File: src/hw/rtl/sfms_pkg.sv
package sfms_pkg;

   // Field and store sizes fixed by the mailbox format.
   localparam int BYTE_W      = 8;
   localparam int SIG_W       = 32;
   localparam int OUT_DEPTH   = 32;
   localparam int OUT_ADDR_W  = 5;
   localparam int POS_W       = 5;
   localparam int SIG_LENGTH  = 4;
   localparam int CSR_INDEX_W = 2;

   // Frame phases.
   localparam logic [1:0] PH_START   = 2'd0;
   localparam logic [1:0] PH_PAYLOAD = 2'd1;
   localparam logic [1:0] PH_END     = 2'd2;
   localparam logic [1:0] PH_DONE    = 2'd3;

   // Request functions.
   localparam logic [1:0] FUNC_BYTE  = 2'd0;
   localparam logic [1:0] FUNC_POLL  = 2'd1;
   localparam logic [1:0] FUNC_WRITE = 2'd2;

   // Result kinds.
   localparam logic [1:0] KIND_REPLY  = 2'd0;
   localparam logic [1:0] KIND_CHANGE = 2'd1;
   localparam logic [1:0] KIND_DONE   = 2'd2;

   // Configuration register indexes.
   localparam logic [1:0] CSR_START_SIG = 2'd0;
   localparam logic [1:0] CSR_END_SIG   = 2'd1;
   localparam logic [1:0] CSR_OVERRUN   = 2'd2;

   // Commands from the controller to the datapath.
   typedef struct packed {
      logic item_read;
      logic out_write;
      logic byte_commit;
      logic scan_clear;
      logic scan_read;
      logic scan_commit;
      logic scan_skip;
      logic finish;
   } cmd_type;

   // Status from the datapath to the controller.
   typedef struct packed {
      logic [1:0] phase;
      logic       scan_diff;
      logic       scan_last;
      logic       out_free;
   } sts_type;

endpackage

File: src/hw/rtl/sfms_ctrl.sv
module sfms_ctrl (
   input  logic             clock,
   input  logic             reset,
   input  logic             req_tvalid,
   input  logic [1:0]       req_func,
   output logic             req_tready,
   input  sfms_pkg::sts_type sts,
   output sfms_pkg::cmd_type cmd
);

   localparam logic [2:0] ST_IDLE     = 3'd0;
   localparam logic [2:0] ST_BYTE     = 3'd1;
   localparam logic [2:0] ST_SCAN_RD  = 3'd2;
   localparam logic [2:0] ST_SCAN_CMP = 3'd3;
   localparam logic [2:0] ST_FINISH   = 3'd4;

   logic [2:0] state_ff;
   logic [2:0] state_in;

   // A new request is taken only from the idle state.
   assign req_tready = (state_ff == ST_IDLE);

   // Next state and command decode.
   always_comb begin
      cmd      = '0;
      state_in = state_ff;
      unique case (state_ff)
         ST_IDLE: begin
            if (req_tvalid) begin
               unique case (req_func)
                  sfms_pkg::FUNC_BYTE: begin
                     cmd.item_read = 1'b1;
                     state_in      = ST_BYTE;
                  end
                  sfms_pkg::FUNC_POLL: begin
                     if (sts.phase == sfms_pkg::PH_DONE) begin
                        cmd.scan_clear = 1'b1;
                        state_in       = ST_SCAN_RD;
                     end
                  end
                  sfms_pkg::FUNC_WRITE: begin
                     cmd.out_write = 1'b1;
                  end
                  default: begin
                  end
               endcase
            end
         end
         ST_BYTE: begin
            if (sts.out_free) begin
               cmd.byte_commit = 1'b1;
               state_in        = ST_IDLE;
            end
         end
         ST_SCAN_RD: begin
            cmd.scan_read = 1'b1;
            state_in      = ST_SCAN_CMP;
         end
         ST_SCAN_CMP: begin
            // An unchanged entry moves on at once; a changed one waits for the output slot.
            if (!sts.scan_diff || sts.out_free) begin
               cmd.scan_commit = sts.scan_diff;
               cmd.scan_skip   = !sts.scan_diff;
               state_in        = sts.scan_last ? ST_FINISH : ST_SCAN_RD;
            end
         end
         ST_FINISH: begin
            if (sts.out_free) begin
               cmd.finish = 1'b1;
               state_in   = ST_IDLE;
            end
         end
         default: begin
            state_in = ST_IDLE;
         end
      endcase
   end

   always_ff @(posedge clock) begin
      if (reset) begin
         state_ff <= ST_IDLE;
      end else begin
         state_ff <= state_in;
      end
   end

endmodule

File: src/hw/rtl/sfms_datapath.sv
module sfms_datapath #(
   parameter int BUFFER_SIZE = 32
) (
   input  logic                              clock,
   input  logic                              reset,
   input  logic                              csr_we,
   input  logic [sfms_pkg::CSR_INDEX_W-1:0]  csr_index,
   input  logic [sfms_pkg::SIG_W-1:0]        csr_wdata,
   input  logic [sfms_pkg::BYTE_W-1:0]       req_rx_byte,
   input  logic [sfms_pkg::OUT_ADDR_W-1:0]   req_out_index,
   input  logic [sfms_pkg::BYTE_W-1:0]       req_out_value,
   input  sfms_pkg::cmd_type                 cmd,
   output sfms_pkg::sts_type                 sts,
   input  logic                              rsp_tready,
   output logic                              rsp_tvalid,
   output logic [1:0]                        rsp_kind,
   output logic                              rsp_tlast,
   output logic                              rsp_reply_valid,
   output logic [sfms_pkg::BYTE_W-1:0]       rsp_reply_byte,
   output logic [sfms_pkg::OUT_ADDR_W-1:0]   rsp_change_addr,
   output logic [sfms_pkg::BYTE_W-1:0]       rsp_old_value,
   output logic [sfms_pkg::BYTE_W-1:0]       rsp_new_value
);

   localparam int SA_W = (BUFFER_SIZE > 1) ? $clog2(BUFFER_SIZE) : 1;

   // Configuration registers.
   logic [sfms_pkg::SIG_W-1:0]      start_sig_ff;
   logic [sfms_pkg::SIG_W-1:0]      end_sig_ff;
   logic [sfms_pkg::OUT_ADDR_W-1:0] ovr_idx_ff;

   // Frame tracking.
   logic [1:0]                phase_ff;
   logic [1:0]                phase_in;
   logic [sfms_pkg::POS_W-1:0] pos_ff;
   logic [sfms_pkg::POS_W-1:0] pos_in;
   logic [sfms_pkg::POS_W:0]   pos_inc;

   // Stores and their valid bits; an entry never written reads as zero.
   logic [sfms_pkg::BYTE_W-1:0] stage_mem [BUFFER_SIZE];
   logic [BUFFER_SIZE-1:0]      stage_vld_ff;
   logic [sfms_pkg::BYTE_W-1:0] comm_mem [BUFFER_SIZE];
   logic [BUFFER_SIZE-1:0]      comm_vld_ff;
   logic [sfms_pkg::BYTE_W-1:0] out_mem [sfms_pkg::OUT_DEPTH];
   logic [sfms_pkg::OUT_DEPTH-1:0] out_vld_ff;

   logic [sfms_pkg::BYTE_W-1:0] out_rd_ff;
   logic [sfms_pkg::BYTE_W-1:0] stage_rd_ff;
   logic [sfms_pkg::BYTE_W-1:0] comm_rd_ff;
   logic [sfms_pkg::BYTE_W-1:0] rx_ff;
   logic [SA_W-1:0]             scan_addr_ff;

   logic [sfms_pkg::OUT_ADDR_W-1:0] out_raddr;
   logic                            out_we;
   logic [sfms_pkg::OUT_ADDR_W-1:0] out_waddr;
   logic [sfms_pkg::BYTE_W-1:0]     out_wdata;
   logic [SA_W-1:0]                 stage_waddr;

   // Byte handling results.
   logic [sfms_pkg::SIG_W-1:0]  sig_sel;
   logic [sfms_pkg::BYTE_W-1:0] sig_byte;
   logic                        byte_rv;
   logic [sfms_pkg::BYTE_W-1:0] byte_reply;
   logic                        stage_we;
   logic                        out_bump;

   // Output register.
   logic                            rsp_valid_ff;
   logic [1:0]                      rsp_kind_ff;
   logic                            rsp_last_ff;
   logic                            rsp_rv_ff;
   logic [sfms_pkg::BYTE_W-1:0]     rsp_rb_ff;
   logic [sfms_pkg::OUT_ADDR_W-1:0] rsp_ca_ff;
   logic [sfms_pkg::BYTE_W-1:0]     rsp_ov_ff;
   logic [sfms_pkg::BYTE_W-1:0]     rsp_nv_ff;
   logic                            rsp_load;

   // Configuration writes.
   always_ff @(posedge clock) begin
      if (reset) begin
         start_sig_ff <= '0;
         end_sig_ff   <= '0;
         ovr_idx_ff   <= '0;
      end else if (csr_we) begin
         unique case (csr_index)
            sfms_pkg::CSR_START_SIG: start_sig_ff <= csr_wdata;
            sfms_pkg::CSR_END_SIG:   end_sig_ff   <= csr_wdata;
            sfms_pkg::CSR_OVERRUN:   ovr_idx_ff   <= csr_wdata[sfms_pkg::OUT_ADDR_W-1:0];
            default: begin
            end
         endcase
      end
   end

   // Byte decision: signature match, payload staging or overrun count.
   assign sig_sel  = (phase_ff == sfms_pkg::PH_END) ? end_sig_ff : start_sig_ff;
   assign sig_byte = sig_sel[{pos_ff[1:0], 3'b000} +: sfms_pkg::BYTE_W];
   assign pos_inc  = {1'b0, pos_ff} + (sfms_pkg::POS_W+1)'(1);

   always_comb begin
      phase_in   = phase_ff;
      pos_in     = pos_ff;
      byte_rv    = 1'b0;
      byte_reply = '0;
      stage_we   = 1'b0;
      out_bump   = 1'b0;
      unique case (phase_ff) inside
         sfms_pkg::PH_START, sfms_pkg::PH_END: begin
            if (sig_byte == rx_ff) begin
               byte_rv    = 1'b1;
               byte_reply = ~sig_byte;
               if (pos_inc >= (sfms_pkg::POS_W+1)'(sfms_pkg::SIG_LENGTH)) begin
                  phase_in = (phase_ff == sfms_pkg::PH_START) ?
                             sfms_pkg::PH_PAYLOAD : sfms_pkg::PH_DONE;
                  pos_in   = '0;
               end else begin
                  pos_in = pos_inc[sfms_pkg::POS_W-1:0];
               end
            end else begin
               phase_in = sfms_pkg::PH_START;
               pos_in   = '0;
            end
         end
         sfms_pkg::PH_PAYLOAD: begin
            stage_we   = 1'b1;
            byte_rv    = 1'b1;
            byte_reply = out_rd_ff;
            if (pos_inc >= (sfms_pkg::POS_W+1)'(BUFFER_SIZE)) begin
               phase_in = sfms_pkg::PH_END;
               pos_in   = '0;
            end else begin
               pos_in = pos_inc[sfms_pkg::POS_W-1:0];
            end
         end
         sfms_pkg::PH_DONE: begin
            out_bump = 1'b1;
         end
      endcase
   end

   // Phase and position.
   always_ff @(posedge clock) begin
      if (reset) begin
         phase_ff <= sfms_pkg::PH_START;
         pos_ff   <= '0;
      end else if (cmd.byte_commit) begin
         phase_ff <= phase_in;
         pos_ff   <= pos_in;
      end else if (cmd.finish) begin
         phase_ff <= sfms_pkg::PH_START;
         pos_ff   <= '0;
      end
   end

   // Received byte is held until the request is finished.
   always_ff @(posedge clock) begin
      if (cmd.item_read) begin
         rx_ff <= req_rx_byte;
      end
   end

   // Outgoing store: one write port, one registered read port.
   assign out_raddr = (phase_ff == sfms_pkg::PH_DONE) ? ovr_idx_ff : pos_ff;
   assign out_we    = cmd.out_write || (cmd.byte_commit && out_bump);
   assign out_waddr = cmd.out_write ? req_out_index : ovr_idx_ff;
   assign out_wdata = cmd.out_write ? req_out_value : (out_rd_ff + sfms_pkg::BYTE_W'(1));

   always_ff @(posedge clock) begin
      if (out_we) begin
         out_mem[out_waddr] <= out_wdata;
      end
      if (cmd.item_read) begin
         out_rd_ff <= out_vld_ff[out_raddr] ? out_mem[out_raddr] : '0;
      end
   end

   always_ff @(posedge clock) begin
      if (reset) begin
         out_vld_ff <= '0;
      end else if (out_we) begin
         out_vld_ff[out_waddr] <= 1'b1;
      end
   end

   // Staging store: written by payload bytes, read by the poll scan.
   assign stage_waddr = pos_ff[SA_W-1:0];

   always_ff @(posedge clock) begin
      if (cmd.byte_commit && stage_we) begin
         stage_mem[stage_waddr] <= rx_ff;
      end
      if (cmd.scan_read) begin
         stage_rd_ff <= stage_vld_ff[scan_addr_ff] ? stage_mem[scan_addr_ff] : '0;
      end
   end

   always_ff @(posedge clock) begin
      if (reset) begin
         stage_vld_ff <= '0;
      end else if (cmd.byte_commit && stage_we) begin
         stage_vld_ff[stage_waddr] <= 1'b1;
      end
   end

   // Committed store: read and updated at the scan address.
   always_ff @(posedge clock) begin
      if (cmd.scan_commit) begin
         comm_mem[scan_addr_ff] <= stage_rd_ff;
      end
      if (cmd.scan_read) begin
         comm_rd_ff <= comm_vld_ff[scan_addr_ff] ? comm_mem[scan_addr_ff] : '0;
      end
   end

   always_ff @(posedge clock) begin
      if (reset) begin
         comm_vld_ff <= '0;
      end else if (cmd.scan_commit) begin
         comm_vld_ff[scan_addr_ff] <= 1'b1;
      end
   end

   // Scan address counter.
   always_ff @(posedge clock) begin
      if (reset) begin
         scan_addr_ff <= '0;
      end else if (cmd.scan_clear) begin
         scan_addr_ff <= '0;
      end else if (cmd.scan_commit || cmd.scan_skip) begin
         scan_addr_ff <= scan_addr_ff + SA_W'(1);
      end
   end

   // Output register; it is loaded only when empty or being drained.
   assign rsp_load = cmd.byte_commit || cmd.scan_commit || cmd.finish;

   always_ff @(posedge clock) begin
      if (reset) begin
         rsp_valid_ff <= 1'b0;
      end else if (rsp_load) begin
         rsp_valid_ff <= 1'b1;
      end else if (rsp_tready) begin
         rsp_valid_ff <= 1'b0;
      end
   end

   always_ff @(posedge clock) begin
      if (cmd.byte_commit) begin
         rsp_kind_ff <= sfms_pkg::KIND_REPLY;
         rsp_last_ff <= 1'b1;
         rsp_rv_ff   <= byte_rv;
         rsp_rb_ff   <= byte_reply;
         rsp_ca_ff   <= '0;
         rsp_ov_ff   <= '0;
         rsp_nv_ff   <= '0;
      end else if (cmd.scan_commit) begin
         rsp_kind_ff <= sfms_pkg::KIND_CHANGE;
         rsp_last_ff <= 1'b0;
         rsp_rv_ff   <= 1'b0;
         rsp_rb_ff   <= '0;
         rsp_ca_ff   <= sfms_pkg::OUT_ADDR_W'(scan_addr_ff);
         rsp_ov_ff   <= comm_rd_ff;
         rsp_nv_ff   <= stage_rd_ff;
      end else if (cmd.finish) begin
         rsp_kind_ff <= sfms_pkg::KIND_DONE;
         rsp_last_ff <= 1'b1;
         rsp_rv_ff   <= 1'b0;
         rsp_rb_ff   <= '0;
         rsp_ca_ff   <= '0;
         rsp_ov_ff   <= '0;
         rsp_nv_ff   <= '0;
      end
   end

   // Status to the controller.
   assign sts.phase     = phase_ff;
   assign sts.scan_diff = (stage_rd_ff != comm_rd_ff);
   assign sts.scan_last = (scan_addr_ff == SA_W'(BUFFER_SIZE - 1));
   assign sts.out_free  = !rsp_valid_ff || rsp_tready;

   assign rsp_tvalid      = rsp_valid_ff;
   assign rsp_kind        = rsp_kind_ff;
   assign rsp_tlast       = rsp_last_ff;
   assign rsp_reply_valid = rsp_rv_ff;
   assign rsp_reply_byte  = rsp_rb_ff;
   assign rsp_change_addr = rsp_ca_ff;
   assign rsp_old_value   = rsp_ov_ff;
   assign rsp_new_value   = rsp_nv_ff;

endmodule

File: src/hw/rtl/spi_framed_mailbox_slave_core.sv
// Channel   | Direction | Handshake           | Contents
// req_*     | in        | tvalid/tready       | tuser func; tdata rx_byte, out_index, out_value
// rsp_*     | out       | tvalid/tready/tlast | tuser kind; tdata reply and change report
// csr_*     | in        | csr_we              | register index and write data
//
// A byte request is accepted with the outgoing store read, then loads its reply
// once the output is free. A poll that commits reads the staging and committed stores
// for each entry, then compares them, and waits on output stalls for changed entries.
// Store writes and polls that cause no result complete in the idle state that takes them.
// Reset is synchronous; it clears control state and the store valid bits at once.
// A stalled output holds the next request only when that request has a result to load.
module spi_framed_mailbox_slave_core #(
   parameter int BUFFER_SIZE = 32
) (
   input  logic        clock,
   input  logic        reset,
   input  logic        req_tvalid,
   output logic        req_tready,
   input  logic [1:0]  req_tuser,   // [1:0] func
   input  logic [23:0] req_tdata,   // [7:0] rx_byte, [12:8] out_index, [20:13] out_value
   output logic        rsp_tvalid,
   input  logic        rsp_tready,
   output logic [1:0]  rsp_tuser,   // [1:0] kind
   output logic [31:0] rsp_tdata,   // [0] reply_valid, [8:1] reply_byte, [13:9] change_addr,
                                    // [21:14] old_value, [29:22] new_value
   output logic        rsp_tlast,
   input  logic        csr_we,
   input  logic [1:0]  csr_index,
   input  logic [31:0] csr_wdata
);

   sfms_pkg::cmd_type cmd;
   sfms_pkg::sts_type sts;

   logic                            rsp_reply_valid;
   logic [sfms_pkg::BYTE_W-1:0]     rsp_reply_byte;
   logic [sfms_pkg::OUT_ADDR_W-1:0] rsp_change_addr;
   logic [sfms_pkg::BYTE_W-1:0]     rsp_old_value;
   logic [sfms_pkg::BYTE_W-1:0]     rsp_new_value;

   // Sequencing of each request.
   sfms_ctrl u_ctrl (
      .clock      (clock),
      .reset      (reset),
      .req_tvalid (req_tvalid),
      .req_func   (req_tuser),
      .req_tready (req_tready),
      .sts        (sts),
      .cmd        (cmd)
   );

   // Stores, frame tracking and the output register.
   sfms_datapath #(
      .BUFFER_SIZE (BUFFER_SIZE)
   ) u_datapath (
      .clock           (clock),
      .reset           (reset),
      .csr_we          (csr_we),
      .csr_index       (csr_index),
      .csr_wdata       (csr_wdata),
      .req_rx_byte     (req_tdata[7:0]),
      .req_out_index   (req_tdata[12:8]),
      .req_out_value   (req_tdata[20:13]),
      .cmd             (cmd),
      .sts             (sts),
      .rsp_tready      (rsp_tready),
      .rsp_tvalid      (rsp_tvalid),
      .rsp_kind        (rsp_tuser),
      .rsp_tlast       (rsp_tlast),
      .rsp_reply_valid (rsp_reply_valid),
      .rsp_reply_byte  (rsp_reply_byte),
      .rsp_change_addr (rsp_change_addr),
      .rsp_old_value   (rsp_old_value),
      .rsp_new_value   (rsp_new_value)
   );

   assign rsp_tdata = {2'b00, rsp_new_value, rsp_old_value, rsp_change_addr,
                       rsp_reply_byte, rsp_reply_valid};

`ifndef SYNTHESIS
   // Only one source loads the output register in a cycle.
   assert property (@(posedge clock) disable iff (reset)
      $onehot0({cmd.byte_commit, cmd.scan_commit, cmd.finish}))
      else $error("output register loaded from two sources");

   // The output register is never overwritten while a result waits.
   assert property (@(posedge clock) disable iff (reset)
      (cmd.byte_commit || cmd.scan_commit || cmd.finish) |-> (!rsp_tvalid || rsp_tready))
      else $error("pending result overwritten");

   // A finished commit rearms the start hunt.
   assert property (@(posedge clock) disable iff (reset)
      cmd.finish |=> (sts.phase == sfms_pkg::PH_START))
      else $error("commit did not rearm the start hunt");

   // A scan starts only from a completed frame.
   assert property (@(posedge clock) disable iff (reset)
      cmd.scan_clear |-> (sts.phase == sfms_pkg::PH_DONE))
      else $error("commit scan started without a completed frame");
`endif

endmodule
File: config.mk
export PLATFORM = sky130hd
export DESIGN_NAME = spi_framed_mailbox_slave_core
export DESIGN_NICKNAME = d
export VERILOG_FILES = /design/src/hw/rtl/sfms_pkg.sv /design/src/hw/rtl/sfms_ctrl.sv /design/src/hw/rtl/sfms_datapath.sv /design/src/hw/rtl/spi_framed_mailbox_slave_core.sv
export SDC_FILE = /design/constraint.sdc
export NUM_CORES = 1
export LEC_CHECK = 0
export BUFFER_PORTS_ARGS = -buffer_cell sky130_fd_sc_hd__buf_4
export CAP_MARGIN = 20
export CORE_MARGIN = 4
export CORE_UTILIZATION = 50
export CTS_BUF_LIST = sky130_fd_sc_hd__clkbuf_2 sky130_fd_sc_hd__clkbuf_4 sky130_fd_sc_hd__clkbuf_8
export DETAILED_ROUTE_END_ITERATION = 7
export PLACE_DENSITY = 0.77
export SLEW_MARGIN = 25
export SYNTH_ARGS = -nofsm -noshare
export SYNTH_HDL_FRONTEND = slang
export SYNTH_SLANG_ARGS = --single-unit
File: constraint.sdc
create_clock -name clock -period 4.7 [get_ports clock]
set_clock_uncertainty 0.05 [all_clocks]
set_input_delay 0.47 -clock clock [delete_from_list [all_inputs] [get_ports clock]]
set_output_delay 0.47 -clock clock [all_outputs]
set_load 0.03 [all_outputs]
==> impl_metrics.yaml, run 1 <==
pwr:
  p_clk_frac: 0.412
  ir_drop_mv: 0.389
  p_sw_w: 0.00365
  pwr-share-seq: 0.560
  intPower_w: 0.0138
  p_leak_nw: 14.4
  total_power_w: 0.0174
  combPwrFrac: 0.029
  powerDensity_mw_per_mm2: 382
  swShare: 0.210
synthesis:
  ys_types: 65
  synth_area_per_cell_um2: 16.5
  ys_async_sr_fraction: 0
  yosysWarnings: 0
  netlist_area_mm2: 0.0401
  netlist_instances: 2432
  synth-edff-count: 809
  synth_ff_type: "edfxtp_1"
  ys_seq_area_frac: 0.708
  ys_ff_latch: 1014
global_route:
  antenna_found_initial: 1
  met1_usage: 0.282
  busiest_layer: "met2"
  overflow: 0
  grt_pass1_wl_um: 139000
  grt_use_met3: 0.0381
  grt_pass1_vias: 23090
  met2_usage: 0.354
  grt_max_degree: 77
  grt_usage: 0.213
cts:
  cts_tree: "yes"
  post_cts_buffers: 0
  cts_sinks: 1014
  insertion_delay_ps: 810
  cts_hold_buf: 41
  path_clk_slew_ps: 60
  cts_buffer_depth: 3
  cts_buffers: 150
  cts-resized-gates: 0
  clockRootBuffer: "clkbuf_8"
  htree_levels: 4
final_layout:
  final_common_cell: "edfxtp_1"
  fin_area_mm2: 0.0456
  drive_gt1_frac: 0.262
  nets: 2707
  layout_common_cells: "809 x edfxtp_1, 244 x nor2_1, 225 x mux4_2, 218 x nand2_1, 203 x dfxtp_1"
  nFillCells: 5719
  instances_no_fill: 3808
  areaGrowthSynthToFinish_pct: 13.6
drt:
  vias_per_cell: 6.00
  post_drt_wl_per_cell_um: 23.8
  firstDrtPassIters: 6
  ant_nets: 0
  vias: 22852
  drcViolationCount: 0
  drtIter0Drc: 2503
  drt_wl_total_um: 90800
setup_path:
  critPathArrivalTime_ps: 4010
  path_max_fanout: 26
  crit_required_ps: 5060
  cp-start-kind: "flop"
  end_kind: "flop"
  crit_type: "reg -> reg"
sta:
  min_period_ps: 3650
  slew_violations: 0
  tightest_slew_ps: 1120
  timing.hold.ws_ps: 97.2
  setup_tns_ps: 0
  timing_hold_violations_final: 0
  finalSetupViolCount: 0
  rsz0062_at_grt: "false"
  maxSlewHeadroom: 0.250
  post-route-period-util: 0.776
  max_clock_freq_mhz: 274
placement:
  place_area_mm2: 0.0421
  dp_hpwl_um: 57100
  numPortBuffers: 96
  dp.cells: 3489
  gp_congestion: 0.877
floorplanning:
  start_util: 0.506
  core_mm2: 0.0793
  pin_count: 102
  die-area_mm2: 0.0848
  die_w_um: 291
  num_rows: 103
  die_h_um: 291
run:
  max_cap_violations: 0
worst_hold_path:
  hold_class: "in -> reg"
run_status:
  outcome: "completed"
power by group through the flow:
| stage | logic, W | registers [W] | clock network, W |
|---|---|---|---|
| 3_3_place_gp | 0.000441 | 0.00993 | 0 |
| 2_1_floorplan | 0.000223 | 0.00996 | 0 |
| 6_report | 0.000497 | 0.00975 | 0.00716 |
| 4_1_cts | 0.000491 | 0.00974 | 0.00726 |
| 3_5_place_dp | 0.000460 | 0.00993 | 0 |
| 5_1_grt | 0.000531 | 0.00974 | 0.00771 |
cells in the mapped netlist, types with 10 or more instances:
master | n | area share
mux4_2 | 225 | 0.13
o21ai_0 | 36 | 0.0045
a21oi_1 | 108 | 0.013
dfxtp_1 | 205 | 0.10
inv_1 | 11 | 0.0010
xor2_1 | 25 | 0.0055
mux2_2 | 36 | 0.010
xnor2_1 | 19 | 0.0041
nand3_1 | 14 | 0.0017
a22oi_1 | 37 | 0.0069
a31oi_1 | 50 | 0.0078
nor2_1 | 244 | 0.023
buf_2 | 29 | 0.0036
nor3_1 | 14 | 0.0017
o21ba_2 | 12 | 0.0030
o22ai_1 | 19 | 0.0030
mux2i_1 | 44 | 0.011
a22o_1 | 26 | 0.0057
clkbuf_1 | 99 | 0.0093
edfxtp_1 | 809 | 0.61
nand2_1 | 219 | 0.020
nand2b_1 | 10 | 0.0016
a221oi_1 | 18 | 0.0039
ha_1 | 10 | 0.0031
routing by layer:
layer	up-vias	part of all wire
li1	9891	-
met1	11623	0.38
met2	1139	0.51
met3	199	0.074
met4	0	0.035
met5	-	0
worst paths after layout:
kind | startpoint | endpoint | slack [ps] | depth (start not counted)
max reg2reg | u_ctrl.state_ff[0]$_SDFFE_PP0P_ | u_datapath.out_mem[6][2]$_DFFE_PP_ | 1050 | 6
max | u_ctrl.state_ff[0]$_SDFFE_PP0P_ | u_datapath.out_mem[6][2]$_DFFE_PP_ | 1050 | 6
min | rsp_tready | u_datapath.rsp_tvalid$_SDFFE_PP0P_ | 100 | 3
min reg2reg | u_datapath.end_sig_ff[5]$_SDFFE_PP0P_ | u_datapath.end_sig_ff[5]$_SDFFE_PP0P_ | 400 | 2
cells by family after synthesis:
group	after synthesis	share of synthesized area
buf+inv	159	0.0174
mux	305	0.147
flops	1014	0.708
compound gates	332	0.0541
other cells	1	0.0000935
xor+xnor	44	0.00961
fa+ha+maj	10	0.00312
simple gates	567	0.0603
critical path, stage by stage, from the launching register on:
cell and delay [ps]:
dfxtp_1 440, nor3_2 400, and3_1 220, buf_4 330
mux2i_1 790, nand2_1 310, nor2_1 750
sequential cells by signal, summed over array words and instances (netlist names), 32 cells and up:
signal	flops
u_datapath.stage_vld_ff	32
u_datapath.out_mem	256
u_datapath.end_sig_ff	32
u_datapath.out_vld_ff	32
u_datapath.comm_vld_ff	32
u_datapath.comm_mem	256
u_datapath.stage_mem	256
u_datapath.start_sig_ff	32
area by class of cell:
class,count,area [um2],share of cell area
diodes,2,5.00,0.000110
clock buffers,223,2730,0.0598
clock inverters,53,347,0.00761
inverters,11,41.3,0.000906
multi-input cells,1260,11100,0.244
flip-flops and latches,1014,28400,0.623
well taps,1050,1310,0.0288
repair buffers,195,1600,0.0352
through the flow:
step,util,setup slack [ps]
floorplan,-,1420
global placement,0.530,1140
detailed placement,0.531,1070
CTS,0.575,1070
global route,0.575,879
finish,0.575,1050
No activity file was read; power rests on OpenSTA's default activity.
==> run 2: changes to the inputs <==
PLACE_DENSITY = 0.8   (was 0.77)
clock period = 3.1 ns   (was 4.7 ns; I/O delays follow)
==> run 2 against run 1 <==
Compared with the run above:
- the run now ends with DRC left
- final area increased by 2.8%
- sequential power increased by 52%
- utilization increased by 1.6 points
- clock-buffer cell count decreased by 1
- critical path depth unchanged
- via count increased by 4.4%
- non-clock buffer count increased by 135
- first-iteration DRC count increased by 18%
- global-route usage increased by 1.1 points
- register-to-register slack got worse by 1000 ps
- power increased by 53%
- combinational power increased by 59%
- critical endpoint is now u_datapath.comm_mem[24][4]$_DFFE_PP_
- largest cell class unchanged
- largest power group unchanged
==> impl_metrics.yaml, run 2 (same netlist as run 1, synthesis figures left out) <==
sta:
  post-route-period-util: 0.983
  tightest_slew_ps: 984
  max_clock_freq_mhz: 328
  setup_tns_ps: 0
  finalSetupViolCount: 0
  maxSlewHeadroom: 0.344
  slew_violations: 0
  min_period_ps: 3050
  timing_hold_violations_final: 0
  layout_setup_ws_ps: 51.2
cts:
  cts_buffer_depth: 3
  cts_tree: "yes"
  cts_sinks: 1014
  clockRootBuffer: "clkbuf_8"
  htree_levels: 4
  cts_buffers: 154
  path_clk_slew_ps: 60
  insertion_delay_ps: 820
placement:
  dp.cells: 3607
  place_ws_ps: 9.40
  numPortBuffers: 96
  dp_hpwl_um: 61300
  gp_congestion: 0.891
run:
  max_cap_violations: 0
run_status:
  failed_checks: "DRC"
  outcome: "finished with violations"
global_route:
  grt_pass1_wl_um: 146000
  grt_usage: 0.224
  antenna_found_initial: 5
  grt_pass1_vias: 24357
  grt_max_degree: 77
  overflow: 0
final_layout:
  nets: 2846
  instances_no_fill: 3951
  drive_gt1_frac: 0.292
  final_common_cell: "edfxtp_1"
  areaGrowthSynthToFinish_pct: 16.8
  layout_common_cells: "809 x edfxtp_1, 259 x buf_4, 243 x nor2_1, 225 x mux4_2, 219 x nand2_1"
  reg_top3: "u_datapath.comm_mem x256, u_datapath.out_mem x256, u_datapath.stage_mem x256"
  utilization: 0.591
pwr:
  combPwrFrac: 0.030
  ir_drop_mv: 0.522
  powerDensity_mw_per_mm2: 570
  intPower_w: 0.0210
  p_sw_w: 0.00575
  swShare: 0.215
  p_leak_nw: 15.2
  p_clk_frac: 0.417
  pwr-share-seq: 0.553
drt:
  vias_per_cell: 6.04
  vias: 23851
  firstDrtPassIters: 8
  drcViolationCount: 2
  post_drt_wl_per_cell_um: 24.3
  drtIter0Drc: 2959
  ant_nets: 0
  drt_wl_total_um: 95900
setup_path:
  critPathArrivalTime_ps: 3470
  end_kind: "flop"
  crit_type: "reg -> reg"
  slowest_delay_ps: 840
  slowest_stage: "nor4_1"
  cp-start-kind: "flop"
  crit_required_ps: 3520
  worstPathCellList: "xor2_1 > nor4_1 > and2_1 > nor3_2 > nand2_1 > nor2_1"
  path_max_fanout: 8
floorplanning:
  start_util: 0.506
  num_rows: 103
  pin_count: 102
  die_h_um: 291
  die-area_mm2: 0.0848
  core_mm2: 0.0793
  die_w_um: 291
worst_hold_path:
  hold_class: "in -> reg"
## run 2: changes by cell type in the layout (fill, tap and decap cells not counted), moves of 3 or more
cell,previous run,this run
diode_2,2,5
dlygate4sd3_1,41,57
buf_4,151,259
buf_12,3,13
inv_6,1,4
clkbuf_4,55,52
clkinv_8,0,3
## run 2: final cells by class
cell class	count	area (um2)
Clock inverter	59	443
Inverter	11	41.3
Tap cell	1050	1310
Sequential cell	1014	28400
Multi-Input combinational cell	1260	11100
Fill cell	5456	32400
Antenna cell	5	12.5
Timing Repair Buffer	330	2790
Clock buffer	222	2730
## run 2: path summary, 6_finish.rpt
check	end	slack (ps)	cells past startpoint	start
worst max-delay path	u_datapath.comm_mem[24][4]$_DFFE_PP_	50	6	u_datapath.comm_rd_ff[5]$_SDFFCE_PN0N_
worst min-delay path	u_datapath.end_sig_ff[31]$_SDFFE_PP0P_	100	5	csr_we
worst max register to register	u_datapath.comm_mem[24][4]$_DFFE_PP_	50	6	u_datapath.comm_rd_ff[5]$_SDFFCE_PN0N_
worst min register to register	u_datapath.rsp_tlast$_SDFFE_PP1P_	410	2	u_datapath.rsp_tlast$_SDFFE_PP1P_
## run 2: metal layers
layer | part of all wire | GRT usage | up-vias
met4 | 0.035 | 0.0890 | 2
met5 | 0.00014 | 0 | -
met1 | 0.37 | 0.290 | 12020
met2 | 0.51 | 0.375 | 1398
li1 | - | - | 10191
met3 | 0.092 | 0.0461 | 240
## run 2: timing repair
action / 4_1_cts / 5_1_grt
hold endpoints to repair: 147 / 0
hold buffers: 57 / 0
buffers inserted: 0 / 1
pin swaps: 1 / 1
resized for setup: 0 / 2
gates cloned: 0 / 0
setup endpoints to repair: 1 / 17
## run 2: worst max-delay path, delay by kind of cell, from the launching register on
| kind | cells | cell delay (ps) |
|---|---|---|
| xor gates and xnor gates | 1 | 190 |
| DFF | 1 | 440 |
| and+or+nand+nor | 5 | 2020 |
## run 2: through the flow
step	hold slack (ps)	cell area (um2)	power, W
2_1_floorplan	359	40100	0.0154
3_3_place_gp	384	43000	0.0157
3_5_place_dp	400	43100	0.0158
4_1_cts	7.78	46800	0.0269
5_1_grt	61.7	46900	0.0277
6_report	98.9	46900	0.0267
## run 2: power by group through the flow
stage	registers (W)	logic [W]	clock network [W]
global placement	0.0151	0.000676	0
CTS	0.0148	0.000770	0.0113
floorplan	0.0151	0.000338	0
detailed placement	0.0151	0.000709	0
global route	0.0148	0.000840	0.0120
finish	0.0148	0.000789	0.0111
